[src/rtl/core/tme_pkg.sv]
`timescale 1ns / 1ps
// Shared types and constants of the tape machine execute unit.
package tme_pkg;

  localparam int TAPE_DEPTH = 65536;
  localparam int PTR_W      = $clog2(TAPE_DEPTH);
  localparam int ADDR_W     = 16;
  localparam int BYTE_W     = 8;

  typedef enum logic [2:0] {
    OP_ADD   = 3'd0,
    OP_SUB   = 3'd1,
    OP_LEFT  = 3'd2,
    OP_RIGHT = 3'd3,
    OP_OUT   = 3'd4,
    OP_IN    = 3'd5,
    OP_JZ    = 3'd6,
    OP_JNZ   = 3'd7
  } op_t;

  typedef enum logic [1:0] {
    ST_CLEAR,
    ST_IDLE,
    ST_EXEC
  } state_t;

  typedef struct packed {
    op_t               opcode;
    logic [ADDR_W-1:0] operand;
    logic [ADDR_W-1:0] instr_addr;
    logic [BYTE_W-1:0] in_byte;
    logic              in_byte_valid;
  } in_req_t;

  typedef struct packed {
    logic [ADDR_W-1:0] next_addr;
    logic [BYTE_W-1:0] out_byte;
    logic              out_valid;
    logic              status;
  } out_rsp_t;

  typedef struct packed {
    logic clr_en;
    logic capture;
    logic exec;
  } cmd_t;

  typedef struct packed {
    logic clr_last;
    logic out_free;
  } sts_t;

endpackage

[src/rtl/core/tme_ctrl.sv]
`timescale 1ns / 1ps
// Controller state machine: tape clear sweep, request accept and execute.
module tme_ctrl (
  input  logic          clk,
  input  logic          rst_n,
  input  logic          in_valid,
  output logic          in_ready,
  input  tme_pkg::sts_t sts,
  output tme_pkg::cmd_t cmd
);

  tme_pkg::state_t st_r;
  tme_pkg::state_t st_nxt;

  always_ff @(posedge clk) begin
    if (!rst_n) begin
      st_r <= tme_pkg::ST_CLEAR;
    end else begin
      st_r <= st_nxt;
    end
  end

  always_comb begin
    st_nxt = st_r;
    case (st_r)
      tme_pkg::ST_CLEAR: begin
        if (sts.clr_last) st_nxt = tme_pkg::ST_IDLE;
      end
      tme_pkg::ST_IDLE: begin
        if (in_valid) st_nxt = tme_pkg::ST_EXEC;
      end
      tme_pkg::ST_EXEC: begin
        if (sts.out_free) st_nxt = tme_pkg::ST_IDLE;
      end
      default: st_nxt = tme_pkg::ST_CLEAR;
    endcase
  end

  always_comb begin
    in_ready    = 1'b0;
    cmd.clr_en  = 1'b0;
    cmd.capture = 1'b0;
    cmd.exec    = 1'b0;
    case (st_r)
      tme_pkg::ST_CLEAR: begin
        cmd.clr_en = 1'b1;
      end
      tme_pkg::ST_IDLE: begin
        in_ready    = 1'b1;
        cmd.capture = in_valid;
      end
      tme_pkg::ST_EXEC: begin
        cmd.exec = sts.out_free;
      end
      default: begin
        in_ready = 1'b0;
      end
    endcase
  end

  a_capture_to_exec: assert property (@(posedge clk) disable iff (!rst_n)
    cmd.capture |=> st_r == tme_pkg::ST_EXEC)
    else $error("accepted request did not enter execute");

  a_exec_to_idle: assert property (@(posedge clk) disable iff (!rst_n)
    cmd.exec |=> in_ready)
    else $error("unit not ready after execute");

  a_no_accept_in_clear: assert property (@(posedge clk) disable iff (!rst_n)
    cmd.clr_en |-> !in_ready && !cmd.exec)
    else $error("request taken during tape clear");

endmodule

[config.mk]
export PLATFORM = sky130hd
export DESIGN_NAME = tme_ctrl
export DESIGN_NICKNAME = d
export VERILOG_FILES = /design/src/rtl/core/tme_pkg.sv /design/src/rtl/core/tme_ctrl.sv
export SDC_FILE = /design/constraint.sdc
export NUM_CORES = 1
export LEC_CHECK = 0
export ABC_AREA = 1
export BUFFER_PORTS_ARGS = -buffer_cell sky130_fd_sc_hd__clkbuf_2
export CAP_MARGIN = 0
export CORE_AREA = 4 4 41 43
export CTS_CLUSTER_DIAMETER = 60
export DETAILED_ROUTE_END_ITERATION = 12
export DIE_AREA = 0 0 45 47
export HOLD_SLACK_MARGIN = 0.15
export PLACE_DENSITY_LB_ADDON = 0.2
export RECOVER_POWER = 25
export REMOVE_ABC_BUFFERS = 1
export SETUP_SLACK_MARGIN = 0.15
export SLEW_MARGIN = 15
export SYNTH_ARGS = -nofsm -noshare
export SYNTH_HDL_FRONTEND = slang
export SYNTH_SLANG_ARGS = --single-unit
[constraint.sdc]
create_clock -name clk -period 1 [get_ports clk]
set_clock_uncertainty 0.1 [all_clocks]
set_input_delay 0.2 -clock clk [delete_from_list [all_inputs] [get_ports clk]]
set_output_delay 0.2 -clock clk [all_outputs]
set_load 0.005 [all_outputs]
== After elaboration in Yosys (flattened, before gate mapping) ==
Index checks and enable logic that the tools add are counted.

* $add $sub $neg: 0
* Multipliers: 0
* Divide/modulo/power cells: 0
* Order comparisons: 0
* Equal/unequal tests: 5
* Shift operators: 0
* Multiplexer cells: 8
* Bitwise operators: 0
* Reductions and logical operators: 2

{| class="wikitable"
|+ Operators by type and width
! operator !! count
|-
| 2-to-1 mux 2 bit || 3
|-
| != test 2 bit, second input constant || 3
|-
| case mux 2 bit (3 select lines) || 1
|-
| 2-to-1 mux 1 bit || 4
|-
| AND reduction 3 bit || 1
|-
| == test 2 x 1 -> 1 bit, second input constant || 1
|-
| == test 2 bit, second input constant || 1
|-
| zero test 2 bit || 1
|}

* Register bits after elaboration: 2
* Bits in latches: 0
* RAM bits: 0
* Memory bits (read-only): 0
* Logic and storage cells: 16
* Memories kept: 0

== Logic depth before layout (Yosys ltp) ==
* Depth after elaboration: 3
* Mapped depth: 4

== Worst setup path before layout ==
Ideal clock, no wire load.

* Path kind: flip-flop to output port
* Start point: register st_r[1]
* End point: output cmd[0] (netlist name)
* Arrival time: 0.597 ns
* Path slack: 0.103 ns
* Cell stages (with the launch flop): 3
* Path buffers: 0
* Cell sequence: dfxtp_1 inv_1 nor3_1

{| class="wikitable"
|+ RTL lines
! element !! line !! RTL
|-
| start, declared || tme_ctrl.sv:12 || <nowiki>tme_pkg::state_t st_r;</nowiki>
|-
| start signal, assigned || tme_ctrl.sv:17 || <nowiki>st_r <= tme_pkg::ST_CLEAR;</nowiki>
|-
| start signal, assigned || tme_ctrl.sv:19 || <nowiki>st_r <= st_nxt;</nowiki>
|-
| end, declared || tme_ctrl.sv:9 || <nowiki>output tme_pkg::cmd_t cmd</nowiki>
|}

==> impl_results.md <==
- Status: complete, but fails checks
- Failing checks: negative setup slack
- Met1 GRT Util: 0.04299
- # fillers: ~160
- Met2 usage: 0.04520
- Skew-Pair Late Insertion Delay: around 0.23 ns
- Pins Over Slew Limit: 0
- Initial antenna violation count: 0
- Largest Register: st_r
- Max reg flops: 2
- WL/cell: 7.583 um
- ANT nets after route: 0
- Pint: roughly 0.26 mW
- Vias: about 170
- Minimum clock period: 1.164 ns
- Cts bufs inserted: 3
- Cells after Synth: 19
- DRC Markers: 0
- Top flop regs: st_r x2
- Slew @ Worst Pin: roughly 0.16 ns
- Net Sw Frac: 0.2589
- Post-synth EDFFs: 0
- Worst setup path class: reg2out
- DIE WIDTH: 45 um
- 1st-iter DRT viols: 7
- Via count of the first global-routing pass: 141
- Global-route usage over all layers: 0.03943
- Post-synth top area share: 0.3556
- CTS Sinks: 2
- First-pass GRT wire length: around 520 um
- Pin count of the biggest net entering global routing: 7
- Synth Flop Type: dfxtp_1
- Sw power: between 0.08 and 0.09 mW
- IO Pins: 9
- Reg clk slew, reported paths: 0.03 ns
- VDD IR-drop max: 0.4839 mV
- DP HPWL: 267.1 um
- CTS tree: built
- Reg-to-reg slack, setup: 0.01 ns
- Post-Route Setup TNS: -0.5526 ns
- Setup crit end: cmd[0]
- Buffers on Ports: 8
- Final WL: 364 um
- RSZ-0062 raised after global routing: yes
- Final Hold Viols: 0
- Register bit total from synthesis: 2
- Distinct cells, synth: 8
- Synthesized area per cell: just under 6 um^2
- FP Rows: 13
- DR vias/cell: 3.438
- Die height: 47 um
- Largest area contributor in the netlist: dfxtp_1
- Top-count cell post-synth: inv_1
- Antenna diodes: 0
- Seq/Total Area, Yosys: 0.3556
- Crit Path Max Fanout: 6
- Synth cell count leaders: inv_1, nand2_1, dfxtp_1, nand3_1, nor2_1
- Leakage: 0.1375 nW
- GRT Max-Usage Layer: met2
- Root buffer cell: clkbuf_4
- Synthesized cell area: 112.6 um^2
- CP startpoint: st_r[0]$_SDFFE_PN0P_
- Full die area: 0.002115 mm^2
- Worst EP required: 0.70 ns
- Pwr dens: 1440 mW/mm^2
- Met3 usage: 0.03448
- Final worst-path setup slack: -0.1641 ns
- Synth async-reset ratio: 0
- Fmax: 859.1 MHz
- FF-to-FF path depth: 4
- Drt pass-1 iters: 2
- Layout cells sized above 1: 0.6667
- Worst R2R Start: st_r[0]$_SDFFE_PN0P_
- Sequential Power Share: 0.285
- Total gr overflow: 0
- Initial Util: 0.08654
- Clock group share of total power: 0.525
- Worst Hold Margin: about 0.084 ns
- Synth area leaders: dfxtp_1, inv_1, nand2_1
- Depth of the CTS H-tree: 1
- Reg-to-reg endpoint: st_r[1]$_SDFFE_PN0P_
- Clk buf depth: 2
- Final setup fails: 4
- Logic gate share of total power: 0.190
- Final worst path period share: 1.164
- Total of max-cap violations: 0
- Worst min path class: in2reg
- Setup crit end kind: output pin
- Area delta synth->final: 113.3%
- Core area: 0.001301 mm^2
- Final estimated routing congestion in global placement: about 0.60
- Max-Slew Margin vs Limit: 0.8927
- Critical Path AT: 0.86 ns
- Warnings, synthesis: 0
- CP Launch Type: register
- Layout Nets: 40
-- metrics by stage --
stage	area [um^2]	power, mW	utilization	worst slack (ns)	instances
after global placement	186.4	0.1535	0.1433	-0.005035	44
after detailed placement	186.4	0.1520	0.1433	-0.01431	44
final	240.2	0.3459	0.1846	-0.1641	48
after global routing	240.2	0.3706	0.1846	-0.2372	48
after floorplan	112.6	0.1192	-	0.1030	19
after CTS	232.7	0.3543	0.1788	-0.1642	48
-- area by class of cell --
| class | count | area, um^2 | share of cell area |
|---|---|---|---|
| Inverter | 6 | 25.02 | 0.1042 |
| Clock buffer | 3 | 22.52 | 0.09375 |
| Timing Repair Buffer | 11 | 62.56 | 0.2604 |
| Tap cell | 15 | 18.77 | 0.07813 |
| Multi-Input combinational cell | 11 | 66.31 | 0.2760 |
| Sequential cell | 2 | 45.04 | 0.1875 |
-- cell usage in the layout (no fill, tap or decap) --
cell type	n
clkbuf_2	7
inv_1	4
nand2_1	3
clkbuf_4	3
buf_4	3
nor2_1	2
inv_4	1
nand2_2	1
nand3_2	1
inv_2	1
nor3_2	1
nand3_1	1
o21ai_0	1
a21boi_2	1
buf_2	1
dfxtp_4	1
dfxtp_2	1
-- worst min-delay path by stage --
stage,startpoint,end,slack [ns],cells past startpoint
final,rst_n,st_r[0]$_SDFFE_PN0P_,0.08,3
after global routing,rst_n,st_r[0]$_SDFFE_PN0P_,0.10,3
after CTS,rst_n,st_r[0]$_SDFFE_PN0P_,0.08,3
after detailed placement,rst_n,st_r[0]$_SDFFE_PN0P_,0.33,3
after global placement,rst_n,st_r[0]$_SDFFE_PN0P_,0.33,3
after floorplan,rst_n,st_r[0]$_SDFFE_PN0P_,0.22,2
-- power by group through the flow --
stage	Clock (mW)	Sequential, mW	Combinational [mW]
after floorplan	0	0.0936	0.0257
after global placement	0	0.0955	0.0580
after detailed placement	0	0.0950	0.0570
after CTS	0.192	0.0969	0.0655
after global routing	0.197	0.0997	0.0743
final	0.182	0.0985	0.0657
-- what timing repair did --
item	CTS	global route
hold endpoints to repair	2	1
pin swaps	2	0
setup endpoints to repair	6	6
gates resized for setup	7	4
setup buffers	1	0
-- critical path, cell delays in order (launching register included) --
cell     delay (ns)
dfxtp_4        0.36
nor3_2         0.15
buf_2          0.13
-- metal layers --
| metal | wire length, um | vias up | share of wire |
|---|---|---|---|
| met5 | 0 | - | 0 |
| met4 | 0 | 0 | 0 |
| met3 | 37 | 0 | 0.10 |
| met2 | 158 | 8 | 0.43 |
| met1 | 168 | 72 | 0.46 |
| li1 | - | 85 | - |
-- cells by family (layout without fill, tap and decap cells) --
kind of cell	after synthesis	after routing	share of synthesized area
flops	2	2	0.3556
compound gates	2	2	0.1111
buf+inv	6	20	0.2000
simple gates	9	9	0.3333
Note: power is estimated with default switching activity, not from simulation.
